**src/hdl/pofr_pkg.sv**
```systemverilog
// shared types and constants for the paged oled frame buffer refresher
// no dependencies; imported by pofr_store, pofr_ctrl and the top level
package pofr_pkg;

    // panel geometry
    localparam int WIDTH       = 64;
    localparam int PAGES       = 6;
    localparam int ROWS        = PAGES * 8;
    localparam int STORE_DEPTH = WIDTH * PAGES;
    localparam int ADDR_W      = $clog2(STORE_DEPTH);

    // refresh stream layout: page command, two column commands, then data
    localparam int HEADER_LEN = 3;
    localparam int POS_W      = 8;
    localparam int PAGE_W     = 3;

    localparam logic [7:0] PAGE_CMD     = 8'hB0;
    localparam logic [7:0] COL_HIGH_CMD = 8'h12;
    localparam logic [7:0] COL_LOW_CMD  = 8'h00;

    // action codes
    localparam logic [1:0] ACT_PIXEL   = 2'd0;
    localparam logic [1:0] ACT_CLEAR   = 2'd1;
    localparam logic [1:0] ACT_REFRESH = 2'd2;

    // control sequencer states
    typedef enum logic [1:0] {
        ST_CLEAR,
        ST_IDLE,
        ST_EXEC
    } t_state;

    // request from the controller to the frame store
    typedef struct packed {
        logic              we;
        logic [ADDR_W-1:0] waddr;
        logic [7:0]        wdata;
        logic              re;
        logic [ADDR_W-1:0] raddr;
    } t_mem_req;

endpackage

```
**src/hdl/pofr_store.sv**
```systemverilog
// frame store: one byte per column per page, single write and single read port
// read data is registered; depends on pofr_pkg
module pofr_store (
    input  logic               i_clk,
    input  pofr_pkg::t_mem_req i_req,
    output logic [7:0]         o_rd_data
);
    import pofr_pkg::*;

    logic [7:0] r_mem [STORE_DEPTH];
    logic [7:0] r_rd_data;

    // write port
    always_ff @(posedge i_clk) begin
        if (i_req.we) begin
            r_mem[i_req.waddr] <= i_req.wdata;
        end
    end

    // registered read port, data held until the next read
    always_ff @(posedge i_clk) begin
        if (i_req.re) begin
            r_rd_data <= r_mem[i_req.raddr];
        end
    end

    assign o_rd_data = r_rd_data;

endmodule

```
**src/hdl/pofr_ctrl.sv**
```systemverilog
// item sequencer: decodes items, runs the clearing sweep, does read-modify-write
// of store bytes, walks the refresh stream and holds the result register; uses pofr_pkg
module pofr_ctrl (
    input  logic               i_clk,
    input  logic               i_rst_n,
    input  logic               i_in_valid,
    output logic               o_in_ready,
    input  logic [1:0]         i_action,
    input  logic [7:0]         i_pixel_x,
    input  logic [7:0]         i_pixel_y,
    input  logic [7:0]         i_pixel_value,
    output logic               o_out_valid,
    input  logic               i_out_ready,
    output logic [7:0]         o_out_byte,
    output logic               o_byte_valid,
    output logic               o_is_data,
    output logic               o_frame_end,
    output logic               o_range_error,
    output pofr_pkg::t_mem_req o_mem_req,
    input  logic [7:0]         i_rd_data
);
    import pofr_pkg::*;

    t_state r_state, n_state;

    // per-item registers
    logic [1:0]        r_act;
    logic [ADDR_W-1:0] r_addr;
    logic [7:0]        r_mask;
    logic              r_set;
    logic              r_err;
    logic              r_is_data;
    logic              r_last;
    logic [7:0]        r_cmd;
    logic              r_clr_item;

    // refresh walk and clearing sweep
    logic [PAGE_W-1:0] r_rf_page, n_rf_page;
    logic [POS_W-1:0]  r_rf_pos, n_rf_pos;
    logic [ADDR_W-1:0] r_clr_cnt, n_clr_cnt;

    // result register
    logic       r_out_valid;
    logic [7:0] r_out_byte;
    logic       r_byte_valid;
    logic       r_is_data_o;
    logic       r_frame_end;
    logic       r_range_error;

    logic              w_accept;
    logic              w_load;
    logic              w_slot_free;
    logic              w_clr_done;
    logic              w_in_range;
    logic [ADDR_W-1:0] w_pix_addr;
    logic [ADDR_W-1:0] w_rf_addr;
    logic              w_rf_data;
    logic              w_rf_last;
    logic [7:0]        w_rf_cmd;
    logic [7:0]        w_res_byte;
    logic [7:0]        w_wdata;

    assign w_accept    = i_in_valid && o_in_ready;
    assign w_slot_free = !r_out_valid || i_out_ready;
    assign w_clr_done  = (r_clr_cnt == ADDR_W'(STORE_DEPTH - 1));

    // pixel decode
    assign w_in_range = (9'(i_pixel_x) < 9'(WIDTH)) && (9'(i_pixel_y) < 9'(ROWS));
    assign w_pix_addr = ADDR_W'(ADDR_W'(i_pixel_y[7:3]) * ADDR_W'(WIDTH))
                      + ADDR_W'(i_pixel_x);

    // refresh stream position decode
    assign w_rf_data = (r_rf_pos >= POS_W'(HEADER_LEN));
    assign w_rf_addr = ADDR_W'(ADDR_W'(r_rf_page) * ADDR_W'(WIDTH))
                     + ADDR_W'(r_rf_pos - POS_W'(HEADER_LEN));

    always_comb begin
        case (r_rf_pos)
            POS_W'(0): w_rf_cmd = PAGE_CMD | 8'(r_rf_page);
            POS_W'(1): w_rf_cmd = COL_HIGH_CMD;
            default:   w_rf_cmd = COL_LOW_CMD;
        endcase
    end

    // next refresh position with page and frame wrap
    always_comb begin
        n_rf_page = r_rf_page;
        n_rf_pos  = r_rf_pos + POS_W'(1);
        w_rf_last = 1'b0;
        if (r_rf_pos == POS_W'(HEADER_LEN + WIDTH - 1)) begin
            n_rf_pos = '0;
            if (r_rf_page == PAGE_W'(PAGES - 1)) begin
                n_rf_page = '0;
                w_rf_last = 1'b1;
            end else begin
                n_rf_page = r_rf_page + PAGE_W'(1);
            end
        end
    end

    // next state
    always_comb begin
        n_state = r_state;
        case (r_state)
            ST_CLEAR: begin
                if (w_clr_done) begin
                    n_state = r_clr_item ? ST_EXEC : ST_IDLE;
                end
            end
            ST_IDLE: begin
                if (w_accept) begin
                    n_state = (i_action == ACT_CLEAR) ? ST_CLEAR : ST_EXEC;
                end
            end
            ST_EXEC: begin
                if (w_slot_free) begin
                    n_state = ST_IDLE;
                end
            end
            default: n_state = ST_IDLE;
        endcase
    end

    // modified byte for a pixel write
    assign w_wdata = r_set ? (i_rd_data | r_mask) : (i_rd_data & ~r_mask);

    // state outputs: handshake, memory requests, result load
    always_comb begin
        o_in_ready      = 1'b0;
        w_load          = 1'b0;
        o_mem_req.we    = 1'b0;
        o_mem_req.waddr = r_addr;
        o_mem_req.wdata = w_wdata;
        o_mem_req.re    = 1'b0;
        o_mem_req.raddr = (i_action == ACT_REFRESH) ? w_rf_addr : w_pix_addr;
        case (r_state)
            ST_CLEAR: begin
                o_mem_req.we    = 1'b1;
                o_mem_req.waddr = r_clr_cnt;
                o_mem_req.wdata = '0;
            end
            ST_IDLE: begin
                o_in_ready   = 1'b1;
                o_mem_req.re = i_in_valid;
            end
            ST_EXEC: begin
                w_load       = w_slot_free;
                o_mem_req.we = w_slot_free && (r_act == ACT_PIXEL) && !r_err;
            end
            default: ;
        endcase
    end

    assign n_clr_cnt = (r_state != ST_CLEAR) ? r_clr_cnt
                     : (w_clr_done ? '0 : r_clr_cnt + ADDR_W'(1));

    // control registers
    always_ff @(posedge i_clk) begin
        if (!i_rst_n) begin
            r_state     <= ST_CLEAR;
            r_clr_cnt   <= '0;
            r_clr_item  <= 1'b0;
            r_rf_page   <= '0;
            r_rf_pos    <= '0;
            r_out_valid <= 1'b0;
        end else begin
            r_state   <= n_state;
            r_clr_cnt <= n_clr_cnt;
            if (w_accept) begin
                r_clr_item <= (i_action == ACT_CLEAR);
            end
            if (w_accept && (i_action == ACT_REFRESH)) begin
                r_rf_page <= n_rf_page;
                r_rf_pos  <= n_rf_pos;
            end
            if (w_load) begin
                r_out_valid <= 1'b1;
            end else if (i_out_ready) begin
                r_out_valid <= 1'b0;
            end
        end
    end

    // item capture at accept
    always_ff @(posedge i_clk) begin
        if (w_accept) begin
            r_act     <= i_action;
            r_addr    <= w_pix_addr;
            r_mask    <= 8'(8'd1 << i_pixel_y[2:0]);
            r_set     <= (i_pixel_value == 8'd1);
            r_err     <= !w_in_range;
            r_is_data <= w_rf_data;
            r_last    <= w_rf_last;
            r_cmd     <= w_rf_cmd;
        end
    end

    // result of the item in flight
    always_comb begin
        w_res_byte = '0;
        if (r_act == ACT_REFRESH) begin
            w_res_byte = r_is_data ? i_rd_data : r_cmd;
        end
    end

    always_ff @(posedge i_clk) begin
        if (w_load) begin
            r_out_byte    <= w_res_byte;
            r_byte_valid  <= (r_act == ACT_REFRESH);
            r_is_data_o   <= (r_act == ACT_REFRESH) && r_is_data;
            r_frame_end   <= (r_act == ACT_REFRESH) && r_last;
            r_range_error <= (r_act == ACT_PIXEL) && r_err;
        end
    end

    assign o_out_valid   = r_out_valid;
    assign o_out_byte    = r_out_byte;
    assign o_byte_valid  = r_byte_valid;
    assign o_is_data     = r_is_data_o;
    assign o_frame_end   = r_frame_end;
    assign o_range_error = r_range_error;

    // refresh walk never leaves the stream
    a_rf_range: assert property (@(posedge i_clk) disable iff (!i_rst_n)
        (r_rf_pos < POS_W'(HEADER_LEN + WIDTH)) && (r_rf_page < PAGE_W'(PAGES)))
        else $error("refresh position out of range");

    // store is never written while waiting for an item
    a_no_idle_write: assert property (@(posedge i_clk) disable iff (!i_rst_n)
        (r_state == ST_IDLE) |-> !o_mem_req.we)
        else $error("store write while idle");

    // an accepted item always leaves idle
    a_accept_busy: assert property (@(posedge i_clk) disable iff (!i_rst_n)
        w_accept |=> (r_state != ST_IDLE))
        else $error("accepted item not started");

    // frame end only on a data byte
    a_frame_end: assert property (@(posedge i_clk) disable iff (!i_rst_n)
        (o_out_valid && o_frame_end) |-> (o_is_data && o_byte_valid))
        else $error("frame end on a non-data result");

    // a result is loaded only when the slot is free
    a_no_overwrite: assert property (@(posedge i_clk) disable iff (!i_rst_n)
        w_load |-> (!r_out_valid || i_out_ready))
        else $error("result overwritten");

endmodule

```
**src/hdl/paged_oled_framebuffer_refresher.sv**
```systemverilog
// top level of the paged oled frame buffer refresher
// depends on pofr_pkg, pofr_store and pofr_ctrl
//
// Monochrome frame store of WIDTH columns by PAGES pages of eight rows, one byte
// per column per page, with the panel refresh stream taken one byte per item.
// Every item gives exactly one result. For pixel and refresh items the accept
// cycle issues the read of the store byte; in the execute state, once the
// result register is free, the block uses the registered read data, writes a
// pixel's modified byte back and loads the result register. A clear item runs
// a sweep over all WIDTH*PAGES store bytes (384 by default) that writes one
// store byte per cycle, then loads its all-zero result in the execute state once
// the result register is free. After reset the same sweep runs before the first
// item is accepted. A new item may be accepted while the previous result still waits.
module paged_oled_framebuffer_refresher (
    input  logic       i_clk,
    input  logic       i_rst_n,
    input  logic       i_in_valid,
    output logic       o_in_ready,
    input  logic [1:0] i_action,
    input  logic [7:0] i_pixel_x,
    input  logic [7:0] i_pixel_y,
    input  logic [7:0] i_pixel_value,
    output logic       o_out_valid,
    input  logic       i_out_ready,
    output logic [7:0] o_out_byte,
    output logic       o_byte_valid,
    output logic       o_is_data,
    output logic       o_frame_end,
    output logic       o_range_error
);
    import pofr_pkg::*;

    t_mem_req   w_mem_req;
    logic [7:0] w_rd_data;

    // sequencer and result register
    pofr_ctrl u_ctrl (
        .i_clk         (i_clk),
        .i_rst_n       (i_rst_n),
        .i_in_valid    (i_in_valid),
        .o_in_ready    (o_in_ready),
        .i_action      (i_action),
        .i_pixel_x     (i_pixel_x),
        .i_pixel_y     (i_pixel_y),
        .i_pixel_value (i_pixel_value),
        .o_out_valid   (o_out_valid),
        .i_out_ready   (i_out_ready),
        .o_out_byte    (o_out_byte),
        .o_byte_valid  (o_byte_valid),
        .o_is_data     (o_is_data),
        .o_frame_end   (o_frame_end),
        .o_range_error (o_range_error),
        .o_mem_req     (w_mem_req),
        .i_rd_data     (w_rd_data)
    );

    // frame store memory
    pofr_store u_store (
        .i_clk     (i_clk),
        .i_req     (w_mem_req),
        .o_rd_data (w_rd_data)
    );

endmodule

```
**config.mk**
```make
export PLATFORM = sky130hd
export DESIGN_NAME = paged_oled_framebuffer_refresher
export DESIGN_NICKNAME = d
export VERILOG_FILES = /design/src/hdl/pofr_pkg.sv /design/src/hdl/pofr_store.sv /design/src/hdl/pofr_ctrl.sv /design/src/hdl/paged_oled_framebuffer_refresher.sv
export SDC_FILE = /design/constraint.sdc
export NUM_CORES = 2
export LEC_CHECK = 0
export ABC_AREA = 1
export BUFFER_PORTS_ARGS = -buffer_cell sky130_fd_sc_hd__buf_2
export CORE_AREA = 2 2 514 516
export CTS_CLUSTER_DIAMETER = 200
export DETAILED_ROUTE_END_ITERATION = 7
export DIE_AREA = 0 0 516 518
export PLACE_DENSITY = 0.68
export SETUP_SLACK_MARGIN = 0.2
export SLEW_MARGIN = 30
export SYNTH_ARGS = -nofsm -noshare
export SYNTH_HDL_FRONTEND = slang
export SYNTH_SLANG_ARGS = --single-unit
```
**constraint.sdc**
```tcl
create_clock -name i_clk -period 16 [get_ports i_clk]
set_input_delay 1.6 -clock i_clk [delete_from_list [all_inputs] [get_ports i_clk]]
set_output_delay 1.6 -clock i_clk [all_outputs]
set_load 0.005 [all_outputs]
```
==> impl_results.md <==
- Area Overhead vs Synth: 9.90%
- Critical Path RT: 16,700 ps
- Final HPWL DP: 191 mm
- Pin count of the biggest net entering global routing: 205
- Placed cell count: 14,338
- Post-CTS sizing: 0
- Syn_nets: 11,446
- Vias in the first global route: 82,900
- Fin crit share: 40.4%
- Die Y: 518 um
- Max-slew violation count: 0
- Starting Density: 49.8%
- First-pass GRT wire length: 529 mm
- Most frequent CP cell: nand3_1
- Slowest CP cell: buf_4
- Setup violations, final: 0
- Setup bufs post-CTS: 0
- Yosys top cell area share: 72.0%
- Fin. Hold Viols: 0
- Die W: 516 um
- LEAKAGE: 51.5 nW
- Crit-path cells: buf_2 > inv_2 > nor2_2 > nand2_1 > nand2_4 > buf_4 > buf_4 > buf_4 > nand3_1 > nand3_1 > nand3_1 > nand3_1 > nand3_1 > nand3_1 > nand3_1 > nand3_1 > nand2_1
- Commonest cells in the synthesized netlist: edfxtp_1 (3,120), nand2_1 (2,993), nand3_1 (2,611), nor2_1 (702), inv_1 (662)
- Core box area: 262,000 um^2
- Slew @ Worst Pin: 1140 ps
- Reg area: 94,200 um^2
- Hold crit path type: reg -> reg
- Clock sink total: 3,144
- Max Clk Rate: 0.155 GHz
- Arrival time worst endpoint: 7170 ps
- Die Footprint: 267,000 um^2
- Synth Warn #: 0
- Wire per inst: 24.0 um
- Setup CP Type: in -> reg
- Remaining DRCs: 4
- # fillers: 21,340
- H-tree Lvls: 5
- Vias per cell: 5.90
- Setup WS pre-CTS: 8660 ps
- CTS tree: built
- RSZ-0062 raised after global routing: false
- Synth Register Bits: 3,144
- Sequential share of the synthesized area: 72.3%
- Post-Syn Area: 130,000 um^2
- Yosys top cell by area: edfxtp_1
- Outcome: complete, but fails checks
- Total gr overflow: 0
- Final nets: 11,201
- DR pass1 iterations: 8
- Setup crit end kind: register
- Boundary Pins: 44
- Clock Root Buffer: clkbuf_16
- Relative slew slack: 23.8%
- DR iter-0 viols: 13,450
- Post-CTS Hold Buffers: 0
- Max_cap viols: 0
- Syn Inst Count: 11,395
- CP Launch Type: input pin
- Buffers added on ports: 43
- Fin Setup TNS: 0 ps
- Failing checks: design-rule violations
- RePlAce Congestion: 0.879
- Clk pin slew, worst setup/hold paths: 60 ps
- Syn Area/Cell: 11.4 um^2
- Layout cells sized above 1: 5.72%
- Post-DRT Antenna Nets: 0
- Maximum VDD drop: 0.000194 V
- Rows: 188
- Asr flop ratio synth: 0%
- Num CTS Buffers: 318
- Clock Latency Late Sink: 960 ps
- GRT Util Overall: 26.1%
- Worst Path Max Fanout: 76
- EDFF count, synth: 3,120
- Area contributors post-synth: edfxtp_1 (72%), nand3_1 (10%), nand2_1 (8.6%), nor2_1 (2.0%), inv_1 (1.9%)
- Netlist cell types: 39
- Setup WS post-layout: 9540 ps
- Final min period: 6460 ps
- Initial antenna violation count: 12
- Vias: 87,888
- Pwr Density: 131 nW/um^2
- Most frequent cell after synthesis: edfxtp_1
- Fin cells: 14,898
- CTS Buffer Depth: 4
- Clock skew: 44.2 ps
- Area of the multi-input gates: 30,700 um^2
- Max incr delay on CP: 820 ps
- Primary FF master, synth: edfxtp_1
- Routed wire length: 357 mm
[worst max-delay path: cells and delay by family]
kind | cells | cell delay, ps
buffers and inverters | 5 | 2680
and+or+nand+nor | 12 | 2670
[power breakdown]
| part | leakage [nW] | switching, mW | internal, mW |
|---|---|---|---|
| logic | 17.8 | 1.84 | 0.400 |
| clock network | 4.74 | 3.03 | 4.04 |
| registers | 29.0 | 0.0262 | 9.48 |
[routing by layer]
layer | up-vias | track usage, % | part of all wire (%)
li1 | 39187 | - | -
met3 | 738 | 6.00 | 11
met2 | 5011 | 39.8 | 46
met4 | 8 | 10.5 | 4.0
met5 | - | 0 | 0.015
met1 | 42944 | 36.4 | 39
[cell families (layout without fill, tap and decap cells)]
| kind of cell | Yosys count | count (layout) | synth area share (%) |
|---|---|---|---|
| AND/OR/NAND/NOR | 6349 | 6349 | 20.9 |
| flip-flops | 3144 | 3144 | 72.3 |
| buffers and inverters | 1407 | 1384 | 4.43 |
| AO/OA/AOI/OAI | 463 | 463 | 2.06 |
| adder cells (fa/ha/maj) | 21 | 21 | 0.208 |
| XOR/XNOR | 10 | 10 | 0.0673 |
| multiplexers | 1 | 1 | 0.00769 |
| other | 0 | 11 | 0 |
[through the flow]
step	area [um^2]	total power [mW]	utilization, %	hold WS, ps
5_1_grt	143000	19.3	54.7	499
6_report	143000	18.8	54.7	489
3_5_place_dp	133000	11.8	50.9	474
2_1_floorplan	130000	11.1	-	430
3_3_place_gp	133000	11.8	50.8	446
4_1_cts	143000	18.8	54.6	484
[final timing paths]
path,start,end,slack (ps),depth (start not counted)
max,i_action[1],u_store.o_rd_data[6],9540,17
min,u_ctrl.r_clr_item,u_ctrl.r_clr_item,490,2
max reg2reg,u_ctrl.r_rf_pos[0],u_store.o_rd_data[6],9730,16
min reg2reg,u_ctrl.r_clr_item,u_ctrl.r_clr_item,490,2
[layout by cell type, fill, tap and decap left out, drive strengths merged]
cell | netlist | final
a211oi | 2 | 2
o22ai | 40 | 40
clkinv | 1 | 126
nor2 | 704 | 704
a22oi | 1 | 1
inv | 666 | 674
nand2 | 2997 | 2997
or4 | 1 | 1
mux2i | 1 | 1
xnor2 | 2 | 2
clkinvlp | 0 | 5
o311ai | 1 | 1
o21ai | 267 | 267
buf | 428 | 173
nor3 | 21 | 21
dfxtp | 24 | 24
o31ai | 1 | 1
fa | 1 | 1
a31oi | 1 | 1
o211ai | 113 | 113
clkbuf | 312 | 384
or2 | 4 | 4
nand3b | 4 | 4
nand4 | 3 | 3
edfxtp | 3120 | 3120
nor3b | 2 | 2
ha | 20 | 20
nor4 | 2 | 2
nand3 | 2611 | 2611
a21oi | 33 | 33
bufinv | 0 | 22
diode | 0 | 11
o32ai | 2 | 2
xor2 | 8 | 8
o21a | 2 | 2
[sequential cells by signal, indices dropped and copies added, names as in the netlist, 5 cells and up]
signal and flops:
u_ctrl.o_out_byte 8, u_ctrl.r_addr 9, u_ctrl.r_clr_cnt 9, u_ctrl.r_cmd 5, u_ctrl.r_mask 8, u_ctrl.r_rf_pos 8
u_store.o_rd_data 8, u_store.r_mem 3072
[layout make-up]
| class | count | share of cell area, % |
|---|---|---|
| Sequential cell | 3144 | 65.8 |
| Multi-Input combinational cell | 6844 | 21.4 |
| Clock buffer | 382 | 5.81 |
| Tap cell | 3515 | 3.07 |
| Inverter | 667 | 1.77 |
| Timing Repair Buffer | 175 | 1.15 |
| Clock inverter | 160 | 0.933 |
| Antenna cell | 11 | 0.0192 |
Power figures use the tool's default switching activity.
